[src/rtl/cbe_pkg.sv]
// cbe_pkg: shared constants, side codes and the front-to-back record type
// for the CIGAR breakpoint extractor. No dependencies.
package cbe_pkg;

   localparam int unsigned SYM_W = 8;
   localparam int unsigned POS_W = 31;
   localparam int unsigned LEN_W = 15;
   localparam int unsigned SIDE_W = 3;

   localparam logic [LEN_W-1:0] LEN_MAX = {LEN_W{1'b1}};
   localparam logic [POS_W-1:0] POS_MAX = {POS_W{1'b1}};

   localparam logic [SYM_W-1:0] SYM_M = 8'h4D;   // 'M'
   localparam logic [SYM_W-1:0] SYM_D = 8'h44;   // 'D'
   localparam logic [SYM_W-1:0] SYM_I = 8'h49;   // 'I'
   localparam logic [SYM_W-1:0] SYM_ZERO = 8'h30; // '0'
   localparam logic [SYM_W-1:0] SYM_NINE = 8'h39; // '9'

   // breakpoint side codes
   localparam logic [SIDE_W-1:0] SIDE_CLIP_LEFT = 3'd0;
   localparam logic [SIDE_W-1:0] SIDE_CLIP_RIGHT = 3'd1;
   localparam logic [SIDE_W-1:0] SIDE_BOTH = 3'd2;
   localparam logic [SIDE_W-1:0] SIDE_DEL_LEFT = 3'd3;
   localparam logic [SIDE_W-1:0] SIDE_DEL_RIGHT = 3'd4;

   localparam int unsigned FIFO_DEPTH = 4;
   localparam int unsigned FIFO_PTR_W = $clog2(FIFO_DEPTH);
   localparam int unsigned FIFO_CNT_W = $clog2(FIFO_DEPTH + 1);

   // One record per character that yields results; two_res marks a
   // deletion in indel mode (second result is deletion-right at pos1).
   typedef struct packed {
      logic              bp_valid;
      logic [POS_W-1:0]  pos0;
      logic [POS_W-1:0]  pos1;
      logic [LEN_W-1:0]  len;
      logic [SIDE_W-1:0] side0;
      logic [LEN_W-1:0]  mapped;
      logic              last;
      logic              two_res;
   } rec_type;

endpackage

[src/rtl/cigar_breakpoint_extractor.sv]
// cigar_breakpoint_extractor: top level; front classifier, record queue and
// result back end. Depends on cbe_pkg, cbe_front, cbe_fifo, cbe_back.
//
//  channel | direction | handshake           | payload
//  req_    | in        | req_push / req_full | symbol, first_char, last_char,
//          |           |                     | start_pos, indel_mode
//  rsp_    | out       | rsp_pop / rsp_empty | bp_valid, bp_pos, bp_len, bp_side,
//          |           |                     | mapped_total, last_result
//
// One character is taken per cycle while the record queue is not full; the
// parse state is updated by one multiply-by-ten-and-add or by saturating adds in the front.
// A result passes through the record queue and the back end's result register
// before it is on the rsp_ ports; a deletion in indel mode yields two results
// over two rsp_ transactions, every other result-bearing character one.
// Reset (synchronous) zeroes the parse state and empties the 4-record queue.
// req_full rises when the queue is full, i.e. the consumer has stalled long
// enough (or deletions outpace it) to back up four records.
module cigar_breakpoint_extractor import cbe_pkg::*; (
   input  logic              clock,
   input  logic              reset,
   input  logic              req_push,
   output logic              req_full,
   input  logic [SYM_W-1:0]  req_symbol,
   input  logic              req_first_char,
   input  logic              req_last_char,
   input  logic [POS_W-1:0]  req_start_pos,
   input  logic              req_indel_mode,
   output logic              rsp_empty,
   input  logic              rsp_pop,
   output logic              rsp_bp_valid,
   output logic [POS_W-1:0]  rsp_bp_pos,
   output logic [LEN_W-1:0]  rsp_bp_len,
   output logic [SIDE_W-1:0] rsp_bp_side,
   output logic [LEN_W-1:0]  rsp_mapped_total,
   output logic              rsp_last_result
);

   // front -> queue
   logic    q_push, q_full;
   rec_type q_wr_rec;
   // queue -> back
   logic    q_pop, q_empty;
   rec_type q_rd_rec;

   // state, classification, one record per result-bearing character
   cbe_front u_front (
      .clock          (clock),
      .reset          (reset),
      .req_push       (req_push),
      .req_full       (req_full),
      .req_symbol     (req_symbol),
      .req_first_char (req_first_char),
      .req_last_char  (req_last_char),
      .req_start_pos  (req_start_pos),
      .req_indel_mode (req_indel_mode),
      .q_full         (q_full),
      .q_push         (q_push),
      .q_rec          (q_wr_rec)
   );

   // decouples the character stream from result back-pressure
   cbe_fifo u_fifo (
      .clock    (clock),
      .reset    (reset),
      .push     (q_push),
      .push_rec (q_wr_rec),
      .full     (q_full),
      .pop      (q_pop),
      .pop_rec  (q_rd_rec),
      .empty    (q_empty)
   );

   // expands records into result transactions from a register stage
   cbe_back u_back (
      .clock            (clock),
      .reset            (reset),
      .q_rec            (q_rd_rec),
      .q_empty          (q_empty),
      .q_pop            (q_pop),
      .rsp_empty        (rsp_empty),
      .rsp_pop          (rsp_pop),
      .rsp_bp_valid     (rsp_bp_valid),
      .rsp_bp_pos       (rsp_bp_pos),
      .rsp_bp_len       (rsp_bp_len),
      .rsp_bp_side      (rsp_bp_side),
      .rsp_mapped_total (rsp_mapped_total),
      .rsp_last_result  (rsp_last_result)
   );

endmodule

[src/rtl/cbe_front.sv]
// cbe_front: accepts CIGAR characters, keeps the parse state and classifies
// each character into a result record. Depends on cbe_pkg.
module cbe_front import cbe_pkg::*; (
   input  logic              clock,
   input  logic              reset,
   input  logic              req_push,
   output logic              req_full,
   input  logic [SYM_W-1:0]  req_symbol,
   input  logic              req_first_char,
   input  logic              req_last_char,
   input  logic [POS_W-1:0]  req_start_pos,
   input  logic              req_indel_mode,
   input  logic              q_full,
   output logic              q_push,
   output rec_type           q_rec
);

   logic [LEN_W-1:0] run_ff, run_in;
   logic [POS_W-1:0] pos_ff, pos_in;
   logic [LEN_W-1:0] msum_ff, msum_in;
   logic             indel_ff, indel_in;

   logic             accept;
   logic [LEN_W-1:0] run_e, msum_e;
   logic [POS_W-1:0] pos_e, pos_adv;
   logic             indel_e;
   logic             is_digit;
   logic [LEN_W+3:0] run_x10;
   logic [POS_W:0]   pos_sum;
   logic [LEN_W:0]   msum_sum;
   logic [LEN_W-1:0] msum_adv;
   logic             has_bp;

   assign accept = req_push && !q_full;
   assign req_full = q_full;

   // first character reloads the state before it is processed
   assign run_e = req_first_char ? '0 : run_ff;
   assign msum_e = req_first_char ? '0 : msum_ff;
   assign pos_e = req_first_char ? req_start_pos : pos_ff;
   assign indel_e = req_first_char ? req_indel_mode : indel_ff;

   assign is_digit = (req_symbol >= SYM_ZERO) && (req_symbol <= SYM_NINE);

   // run * 10 + digit as shifts
   assign run_x10 = {run_e, 3'b000} + {2'b00, run_e, 1'b0}
                  + {{(LEN_W){1'b0}}, 4'(req_symbol - SYM_ZERO)};

   assign pos_sum = {1'b0, pos_e} + {{(POS_W-LEN_W+1){1'b0}}, run_e};
   assign pos_adv = pos_sum[POS_W] ? POS_MAX : pos_sum[POS_W-1:0];
   assign msum_sum = {1'b0, msum_e} + {1'b0, run_e};
   assign msum_adv = msum_sum[LEN_W] ? LEN_MAX : msum_sum[LEN_W-1:0];

   always_comb begin
      run_in = run_e;
      pos_in = pos_e;
      msum_in = msum_e;
      indel_in = indel_e;
      has_bp = 1'b0;
      q_rec = '0;
      q_rec.len = run_e;
      q_rec.pos0 = pos_e;
      q_rec.pos1 = pos_adv;
      q_rec.side0 = (msum_e != '0) ? SIDE_CLIP_LEFT : SIDE_CLIP_RIGHT;
      if (is_digit) begin
         run_in = (run_x10 > {4'b0000, LEN_MAX}) ? LEN_MAX : run_x10[LEN_W-1:0];
      end else begin
         run_in = '0;
         if (req_symbol == SYM_M) begin
            pos_in = pos_adv;
            msum_in = msum_adv;
         end else if (req_symbol == SYM_D) begin
            pos_in = pos_adv;
            if (indel_e) begin
               has_bp = 1'b1;
               q_rec.two_res = 1'b1;
               q_rec.side0 = SIDE_DEL_LEFT;
            end
         end else if (indel_e && (req_symbol == SYM_I)) begin
            has_bp = 1'b1;
            q_rec.side0 = SIDE_BOTH;
         end else begin
            has_bp = 1'b1;
         end
      end
      q_rec.bp_valid = has_bp;
      q_rec.last = req_last_char;
      // total after this character; only M adds to it, and M has no breakpoint
      q_rec.mapped = msum_in;
      // bare end result
      if (!has_bp) begin
         q_rec.pos0 = '0;
         q_rec.len = '0;
         q_rec.side0 = SIDE_CLIP_LEFT;
      end
   end

   assign q_push = accept && (has_bp || req_last_char);

   always_ff @(posedge clock) begin
      if (reset) begin
         run_ff <= '0;
         pos_ff <= '0;
         msum_ff <= '0;
         indel_ff <= 1'b0;
      end else if (accept) begin
         run_ff <= run_in;
         pos_ff <= pos_in;
         msum_ff <= msum_in;
         indel_ff <= indel_in;
      end
   end

endmodule

[src/rtl/cbe_fifo.sv]
// cbe_fifo: short record queue between front and back.
// Depends on cbe_pkg.
module cbe_fifo import cbe_pkg::*; (
   input  logic    clock,
   input  logic    reset,
   input  logic    push,
   input  rec_type push_rec,
   output logic    full,
   input  logic    pop,
   output rec_type pop_rec,
   output logic    empty
);

   rec_type               mem_ff [FIFO_DEPTH];
   logic [FIFO_PTR_W-1:0] wr_ptr_ff, wr_ptr_in;
   logic [FIFO_PTR_W-1:0] rd_ptr_ff, rd_ptr_in;
   logic [FIFO_CNT_W-1:0] count_ff, count_in;
   logic                  do_push, do_pop;

   assign full = (count_ff == FIFO_CNT_W'(FIFO_DEPTH));
   assign empty = (count_ff == '0);
   assign do_push = push && !full;
   assign do_pop = pop && !empty;
   assign pop_rec = mem_ff[rd_ptr_ff];

   always_comb begin
      wr_ptr_in = wr_ptr_ff;
      rd_ptr_in = rd_ptr_ff;
      count_in = count_ff;
      if (do_push) begin
         wr_ptr_in = (wr_ptr_ff == FIFO_PTR_W'(FIFO_DEPTH - 1)) ? '0 : wr_ptr_ff + 1'b1;
      end
      if (do_pop) begin
         rd_ptr_in = (rd_ptr_ff == FIFO_PTR_W'(FIFO_DEPTH - 1)) ? '0 : rd_ptr_ff + 1'b1;
      end
      if (do_push && !do_pop) begin
         count_in = count_ff + 1'b1;
      end else if (do_pop && !do_push) begin
         count_in = count_ff - 1'b1;
      end
   end

   always_ff @(posedge clock) begin
      if (reset) begin
         wr_ptr_ff <= '0;
         rd_ptr_ff <= '0;
         count_ff <= '0;
      end else begin
         wr_ptr_ff <= wr_ptr_in;
         rd_ptr_ff <= rd_ptr_in;
         count_ff <= count_in;
      end
   end

   always_ff @(posedge clock) begin
      if (do_push) begin
         mem_ff[wr_ptr_ff] <= push_rec;
      end
   end

   a_count_bound: assert property (@(posedge clock) disable iff (reset)
      count_ff <= FIFO_CNT_W'(FIFO_DEPTH))
      else $error("fifo count above depth");

   a_push_grows: assert property (@(posedge clock) disable iff (reset)
      (do_push && !do_pop) |=> (count_ff == $past(count_ff) + 1'b1))
      else $error("fifo count did not grow on push");

   a_pop_shrinks: assert property (@(posedge clock) disable iff (reset)
      (do_pop && !do_push) |=> (count_ff == $past(count_ff) - 1'b1))
      else $error("fifo count did not shrink on pop");

endmodule

[src/rtl/cbe_back.sv]
// cbe_back: expands queued records into one or two result transactions and
// holds the current result in registers. Depends on cbe_pkg.
module cbe_back import cbe_pkg::*; (
   input  logic              clock,
   input  logic              reset,
   input  rec_type           q_rec,
   input  logic              q_empty,
   output logic              q_pop,
   output logic              rsp_empty,
   input  logic              rsp_pop,
   output logic              rsp_bp_valid,
   output logic [POS_W-1:0]  rsp_bp_pos,
   output logic [LEN_W-1:0]  rsp_bp_len,
   output logic [SIDE_W-1:0] rsp_bp_side,
   output logic [LEN_W-1:0]  rsp_mapped_total,
   output logic              rsp_last_result
);

   rec_type cur_ff, cur_in;
   logic    valid_ff, valid_in;
   logic    phase_ff, phase_in;
   logic    finish, take;

   // record is done when its final result is taken
   assign finish = valid_ff && rsp_pop && (!cur_ff.two_res || phase_ff);
   assign take = !valid_ff || finish;
   assign q_pop = take && !q_empty;

   always_comb begin
      cur_in = cur_ff;
      valid_in = valid_ff;
      phase_in = phase_ff;
      if (take) begin
         cur_in = q_rec;
         valid_in = !q_empty;
         phase_in = 1'b0;
      end else if (valid_ff && rsp_pop) begin
         phase_in = 1'b1;
      end
   end

   always_ff @(posedge clock) begin
      if (reset) begin
         valid_ff <= 1'b0;
         phase_ff <= 1'b0;
      end else begin
         valid_ff <= valid_in;
         phase_ff <= phase_in;
      end
   end

   always_ff @(posedge clock) begin
      cur_ff <= cur_in;
   end

   assign rsp_empty = !valid_ff;
   assign rsp_bp_valid = cur_ff.bp_valid;
   assign rsp_bp_pos = phase_ff ? cur_ff.pos1 : cur_ff.pos0;
   assign rsp_bp_len = cur_ff.len;
   assign rsp_bp_side = phase_ff ? SIDE_DEL_RIGHT : cur_ff.side0;
   assign rsp_mapped_total = cur_ff.mapped;
   assign rsp_last_result = cur_ff.last && (phase_ff || !cur_ff.two_res);

   a_phase_two: assert property (@(posedge clock) disable iff (reset)
      phase_ff |-> (valid_ff && cur_ff.two_res))
      else $error("second phase without a two-result record");

   a_drain: assert property (@(posedge clock) disable iff (reset)
      (finish && q_empty) |=> rsp_empty)
      else $error("result shown after queue drained");

   a_hold: assert property (@(posedge clock) disable iff (reset)
      (!rsp_empty && !rsp_pop) |=> (!rsp_empty && $stable(rsp_bp_pos)
                                    && $stable(rsp_bp_side) && $stable(rsp_last_result)))
      else $error("waiting result changed");

endmodule
[config.mk]
export PLATFORM = sky130hd
export DESIGN_NAME = cigar_breakpoint_extractor
export DESIGN_NICKNAME = d
export VERILOG_FILES = /design/src/rtl/cbe_pkg.sv /design/src/rtl/cigar_breakpoint_extractor.sv /design/src/rtl/cbe_front.sv /design/src/rtl/cbe_fifo.sv /design/src/rtl/cbe_back.sv
export SDC_FILE = /design/constraint.sdc
export NUM_CORES = 1
export LEC_CHECK = 0
export BUFFER_PORTS_ARGS = -buffer_cell sky130_fd_sc_hd__buf_2
export CORE_AREA = 2 2 355 217
export DETAILED_ROUTE_END_ITERATION = 10
export DIE_AREA = 0 0 357 219
export GPL_TIMING_DRIVEN = 0
export HOLD_SLACK_MARGIN = 0.1
export PLACE_DENSITY_LB_ADDON = 0.15
export SYNTH_ARGS = -nofsm -noshare
export SYNTH_HDL_FRONTEND = slang
export SYNTH_SLANG_ARGS = --single-unit
[constraint.sdc]
create_clock -name clock -period 5.8 [get_ports clock]
set_clock_uncertainty 0.2 [all_clocks]
set_input_delay 1.16 -clock clock [delete_from_list [all_inputs] [get_ports clock]]
set_output_delay 1.16 -clock clock [all_outputs]
set_load 0.05 [all_outputs]
; After elaboration in Yosys (flattened, before gate mapping)
; Memory sizes are Yosys's and may differ from the RTL's. A register that Yosys moved wholly into a read port is not among the register bits.
; Cells that the tools add are included.
; W data, S select, Z words.
[totals]
reg_bits = 71
ramBits = 392
input_bits = 46
output_inout_bits = 68
elab_cells = 89
mem_count = 1
[classes]
add_sub_neg = 9
n_lt_le_gt_ge = 3
eq_ne = 6
mux = 36
n_reduce_logical = 25
[mem_list]
columns = name, words, word_bits, rd, rd_clocked_by_memory_dff, wr, line
row1 = u_fifo.mem_ff, 4, 98, 1, 1, 1, cbe_fifo.sv:14  ; rec_type mem_ff [FIFO_DEPTH];
[op_table]
columns = operator, count
row1 = $mux W31, 7
row2 = $mux W15, 7
row3 = $add A31 B15 Y32, 1
row4 = $eq A8 B7 Y1 const B, 3
row5 = $mux W3, 8
row6 = $add A18 B16 Y19, 1
row7 = $add A19 B4 Y19, 1
row8 = $gt A19 B15 Y1 const B, 1
row9 = $mux W18, 1
row10 = $add A15 B15 Y16, 1
row11 = $reduce_bool A15 Y1, 1
row12 = $logic_and A1 B1 Y1, 12
row13 = $mux W1, 11
row14 = $ge A8 B6 Y1 const B, 1
row15 = $le A8 B6 Y1 const B, 1
row16 = $logic_not A1 Y1, 6
row17 = $add A2 B1 Y2 const B, 2
row18 = $eq A2 B2 Y1 const B, 2
row19 = $mux W2, 2
row20 = $sub A4 B1 Y4 const B, 1
row21 = $add A3 B1 Y3 const B, 1
row22 = $eq A3 B3 Y1 const B, 1
row23 = $logic_not A3 Y1, 1
row24 = $logic_or A1 B1 Y1, 3
row25 = 3 further kinds, 3

; Longest topological paths before layout
[logic_depth]
word_depth = 12
mapped_depth = 19
ltp_nobuf = 15

; Modules after synthesis
; A second synthesis with hierarchy kept.
[unflattened]
cells_unflattened = 1626
hier_area_um2 = 25037.8
[modules_own_cells]
columns = module, instances, cells_each, area_each_um2, seq_area_each_um2
row1 = cbe_fifo, 1, 562, 14591.5, 11951.5
row2 = cbe_front, 1, 886, 6666.4, 1241.2
row3 = cbe_back, 1, 178, 3779.9, 2982.9

; Least setup slack after synthesis
; No wires, ideal clock.
[synth_timing]
path_kind = input -> register
from = in req_first_char
to = mem u_fifo.mem_ff[0][0] in the netlist's numbering (enable)
setup_ns = 0.467
arrival_time_ns = 4.635
t_required_ns = 5.133
slack_ns = 0.498
cell_stages = 9
path_buffers = 2
path_cell_list = buf_6 buf_6 mux2i_1 a21boi_0 o21ai_0 inv_1 nor2_1 nor2_1 and2_1
[synth_via]
elab_chain_cells = 10
[synth_rtl]
columns = element, line
row1 = "start, declared", cigar_breakpoint_extractor.sv:24  ; input logic req_first_char,
row2 = $mux W1, cbe_front.sv:41  ; assign indel_e = req_first_char ? req_indel_mode : indel_ff;
row3 = $mux W1, cbe_front.sv:74  ; if (indel_e) begin
row4 = $mux W1, cbe_front.sv:72  ; end else if (req_symbol == SYM_D) begin
row5 = $mux W1, cbe_front.sv:69  ; if (req_symbol == SYM_M) begin
row6 = $mux W1, cbe_front.sv:65  ; if (is_digit) begin
row7 = $logic_or A1 B1 Y1, cbe_front.sv:98  ; assign q_push = accept && (has_bp || req_last_char);
row8 = $logic_and A1 B1 Y1, cbe_front.sv:98
row9 = $logic_and A1 B1 Y1, cbe_fifo.sv:22  ; assign do_push = push && !full;
row10 = net u_fifo.do_push, cbe_fifo.sv:18  ; logic do_push, do_pop;
row11 = $mux W1, cbe_fifo.sv:56  ; if (do_push) begin
row12 = $mux W1 (implied by the code), cbe_fifo.sv:57  ; mem_ff[wr_ptr_ff] <= push_rec;
row13 = "end, declared", cbe_fifo.sv:14
; The timed path passes the listed nets, and every way through them passes these cells.

; Worst setup path after layout
[layout_timing]
from = in req_first_char
to = reg u_front.run_ff[14]
[layout_via]
elab_chain_cells = 6
[layout_rtl]
columns = element, line
row1 = $mux W15 (*), cbe_front.sv:38  ; assign run_e = req_first_char ? '0 : run_ff;
row2 = $add A18 B16 Y19 (*), cbe_front.sv:46  ; assign run_x10 = {run_e, 3'b000} + {2'b00, run_e, 1'b0}
row3 = $add A19 B4 Y19 (*), cbe_front.sv:47  ; + {{(LEN_W){1'b0}}, 4'(req_symbol - SYM_ZERO)};
row4 = $gt A19 B15 Y1, cbe_front.sv:66  ; run_in = (run_x10 > {4'b0000, LEN_MAX}) ? LEN_MAX : run_x10[LEN_W-1:0];
row5 = $mux W15 (*), cbe_front.sv:66
row6 = $mux W15 (*), cbe_front.sv:65
row7 = "end signal, assigned", cbe_front.sv:107  ; run_ff <= run_in;
row8 = "end, declared", cbe_front.sv:18  ; logic [LEN_W-1:0] run_ff, run_in;
; Every way passes the cells marked *; elsewhere a longest branch is shown, timed or not.
; A chain may end at the register's enable or synchronous reset.

==> results by group <==
Run status
  • Status: finished clean

STA
  • Final worst path period need: 5.61 ns
  • Final worst-path cycle share: between 90% and 100%
  • Worst Max-Slew Pin Slew: 1.32 ns
  • Peak Freq: around 180 MHz
  • Pins Over Slew Limit: 0
  • Max-slew headroom: a little under an eighth
  • Hold Fails Final Rpt: 0
  • Setup violations, final: 0
  • WHS: roughly 0.25 ns
  • RSZ-0062 raised after global routing: no

GRT
  • Global Route met2 Usage: 24.2%
  • Vias in the first global route: around 14,000
  • Largest net degree at the start of global routing: 57
  • Grt peak-use layer: met1
  • Global-route track usage on met1: approximately 28%
  • Initial antenna violation count: 2
  • GR Overflow Total: 0
  • M3 GR Usage: between 3 and 4%
  • First-pass GRT wire length: roughly 99,000 um
  • Tot GR Track Use: between 10% and 20%

Power
  • Internal power: about 0.0085 W
  • Combinational share of power: 28.2%
  • Peak supply drop: 0.241 mV
  • Pwr Total: between 0.01 and 0.015 W
  • Sw frac: between 30% and 40%
  • Sequential share of power: between 40% and 50%
  • Lkg Pwr: about 10 nW
  • Clock share of power: between 20 and 30%
  • Pwr/cell area: between 400 and 500 nW/um^2
  • Total net switching power: between 0.004 and 0.005 W

Worst setup path
  • Worst-path fanout max: 19
  • CP Launch Type: input pin
  • Worst R2R End: u_front.run_ff[14]
  • WS Path Type: in -> reg
  • FF-to-FF setup slack: 1.73 ns
  • Worst r2r path cells: 15
  • Worst Path Arrival: 5.89 ns
  • Crit. End Element: register
  • Reg2reg start: u_front.run_ff[0]
  • Worst EP required: ~6.1 ns

Hold path
  • Hold_sp: u_front.msum_ff[7]
  • Hold Path End: u_front.msum_ff[7]
  • HP Class: reg -> reg
  • Hold path cells: 2

Synthesis
  • Synth top area share: 59.4%
  • Mean Syn Cell Area: ~15 sq um
  • EDFF count, synth: a little under 500
  • Register bit total from synthesis: between 500 and 600
  • Area contributors post-synth: edfxtp_1 59%, mux4_2 8.9%, dfxtp_1 5.8%, ha_1 3.2%, mux2_2 1.8%
  • Synth unique cells: just over 80
  • Syn nets: roughly 1,700
  • Post-synth top area cell: edfxtp_1
  • YS warnings: 0
  • Top_reg_cell synth: edfxtp_1
  • Syn Inst Count: between 1,500 and 2,000
  • Synth Cell Area: approximately 25,000 sq um
  • Register area share after synthesis: 65.2%
  • Ys async rst share: 0%

Detailed routing
  • Detailed-route via count: 14,462
  • Initial DRC Count: 1,410
  • Vias per std cell: a little over 5
  • DRC: 0
  • Wire per inst: 24.3 um
  • Post-route ant nets: 0
  • Pre-antenna DRT Iters: 9
  • Drt total wl: roughly 68,000 um

Die
  • Io pins: approximately 110
  • Num rows: slightly below 80
  • Die area: between 70,000 and 80,000 sq um
  • Die X: around 360 um
  • Die H: approximately 220 um
  • Core area: approximately 75,000 sq um
  • Initial Util: around 33%

Layout
  • Footprint of the multi-input gates: 7910 sq um
  • Share of cells above drive strength 1: between 20% and 30%
  • Area Overhead vs Synth: 15.7%
  • Register area: ~16,000 sq um
  • Cell Count, Final, Fillers Out: between 2,000 and 3,000
  • Fillcell total: around 7,100
  • Final net count: ~1,900

Clocking
  • CTS H-tree depth: 2
  • Post-CTS setup buffer count: 0
  • Sink Count: 556
  • Clk buf depth: 3
  • Num CTS Buffers: 55
  • Worst-Skew Late Latency: just over 0.6 ns
  • Root Driver: clkbuf_16
  • Clk slew on worst S/H paths: 0.06 ns
  • Hold buffer count at cts: 0
  • CTS tree: done

Placed design
  • Number of port buffers: approximately 110
  • Placed Cells: 2,713
  • Post-DP HPWL: ~47,000 um
  • Routability cong.: 0.866

Run
  • Max Cap Violations: 0
repair_timing:
action / 4_1_cts / 5_1_grt
gates resized for setup: 6 / 7
gates cloned: 0 / 0
pin swaps: 0 / 2
endpoints found under the setup margin: 151 / 132
hold endpoints to repair: 0 / 0
cells by family after synthesis:
logic type / after synthesis / share of synthesized area (%)
buffers and inverters: 133 / 2.73
DFF: 556 / 65.2
adders and majority gates: 67 / 3.54
AOI/OAI and AO/OA: 234 / 6.64
muxes: 173 / 12.2
and+or+nand+nor: 386 / 8.02
xor gates and xnor gates: 45 / 1.61
placed cells by master (no fill, tap or decap), drive strengths merged, types with 10 or more instances in the layout:
cell type / n
edfxtp: 485
buf: 181
nor2: 112
clkbuf: 111
mux4: 97
nand2: 85
a21oi: 74
dfxtp: 71
ha: 63
mux2: 40
nor2b: 37
mux2i: 36
o21ai: 35
inv: 31
nand3: 26
xor2: 24
a21o: 23
clkinv: 23
xnor2: 21
nor3: 20
and3: 20
and2: 18
nor3b: 15
a221o: 15
nand2b: 13
a31oi: 10
metrics by stage:
stage               instance area, sq um  util [%]  setup TNS [ns]  setup WS (ns)
floorplan                          24500         -               0          0.498
global placement                   26300      35.2        -1297.31          -2.78
detailed placement                 26500      35.5         -188.57          -1.13
CTS                                28300      37.9               0         0.0389
global route                       28400      37.9               0         0.0337
finish                             28400      37.9               0          0.194
synthesized netlist by cell type (5+ instances only):
master / count
edfxtp_1: 485
nor2_1: 111
mux4_2: 97
nand2_1: 83
a21oi_1: 74
dfxtp_1: 71
ha_1: 63
clkbuf_1: 43
mux2_2: 39
nor2b_1: 37
mux2i_1: 36
buf_4: 34
o21ai_0: 34
inv_1: 28
nand3_1: 25
xor2_1: 24
a21o_1: 23
xnor2_1: 21
and3_1: 19
nor3_1: 19
and2_1: 18
a221o_1: 15
nor3b_1: 15
buf_1: 14
nand2b_1: 13
a31oi_1: 10
buf_2: 10
a211oi_1: 7
a22oi_1: 7
nor4_1: 7
o21a_1: 6
nand4_1: 5
o221ai_1: 5
o22a_1: 5
or2_2: 5
or3_1: 5
final cells by class:
cell class	instances	share of cell area, %
sequential	556	56.4
multi-input combinational	905	27.9
clock buffer	68	5.21
tap	1000	4.41
timing repair buffer	120	2.74
buffer	104	2.00
clock inverter	33	1.02
inverter	28	0.371
antenna	2	0.0176
critical path, cell delays in order:
cell and delay, ns:
buf_2 0.19, buf_6 0.22, buf_6 0.22, buf_2 0.31, clkbuf_4 0.32, buf_4 0.33, nor2b_1 0.21, ha_1 0.24
a21o_1 0.16, ha_1 0.33, nor2b_1 0.17, o2111ai_1 0.31, a21oi_1 0.15, o31ai_1 0.35, nand4b_1 0.19, o22ai_1 0.30
a311oi_4 0.23, buf_6 0.21, a221o_1 0.27
power by group through the flow:
stage,combinational [W],sequential (W),clock (W)
6_report,0.00352,0.00539,0.00357
5_1_grt,0.00377,0.00546,0.00384
4_1_cts,0.00360,0.00540,0.00369
3_5_place_dp,0.00359,0.00547,0
3_3_place_gp,0.00353,0.00555,0
2_1_floorplan,0.00259,0.00546,0
sequential cells by signal, indices dropped and copies added (netlist names):
name,count
u_back.rsp_bp_len,15
u_front.indel_ff,1
u_front.pos_ff,31
u_back.rsp_mapped_total,15
u_back.cur_ff,66
u_back.phase_ff,1
u_back.rsp_bp_valid,1
u_front.msum_ff,15
u_fifo.rd_ptr_ff,2
u_back.valid_ff,1
u_front.run_ff,15
u_fifo.mem_ff,388
u_fifo.count_ff,3
u_fifo.wr_ptr_ff,2
worst max path at each step:
stage,depth (start not counted),slack [ns],end,from
after detailed placement,18,-1.13,u_fifo.mem_ff[1][35],req_first_char
after global routing,19,0.03,u_front.run_ff[14],req_first_char
after CTS,19,0.04,u_fifo.mem_ff[2][56],req_first_char
after global placement,8,-2.78,u_fifo.mem_ff[1][76],req_symbol[3]
final,19,0.19,u_front.run_ff[14],req_first_char
after floorplan,9,0.50,u_fifo.mem_ff[0][0],req_first_char
routing by layer:
| metal | up-vias | routed length [um] |
|---|---|---|
| met3 | 83 | 4950 |
| met1 | 7409 | 34200 |
| met5 | - | 13 |
| met4 | 2 | 1360 |
| met2 | 441 | 27800 |
| li1 | 6527 | - |
Note: power is estimated with default switching activity, not from simulation.
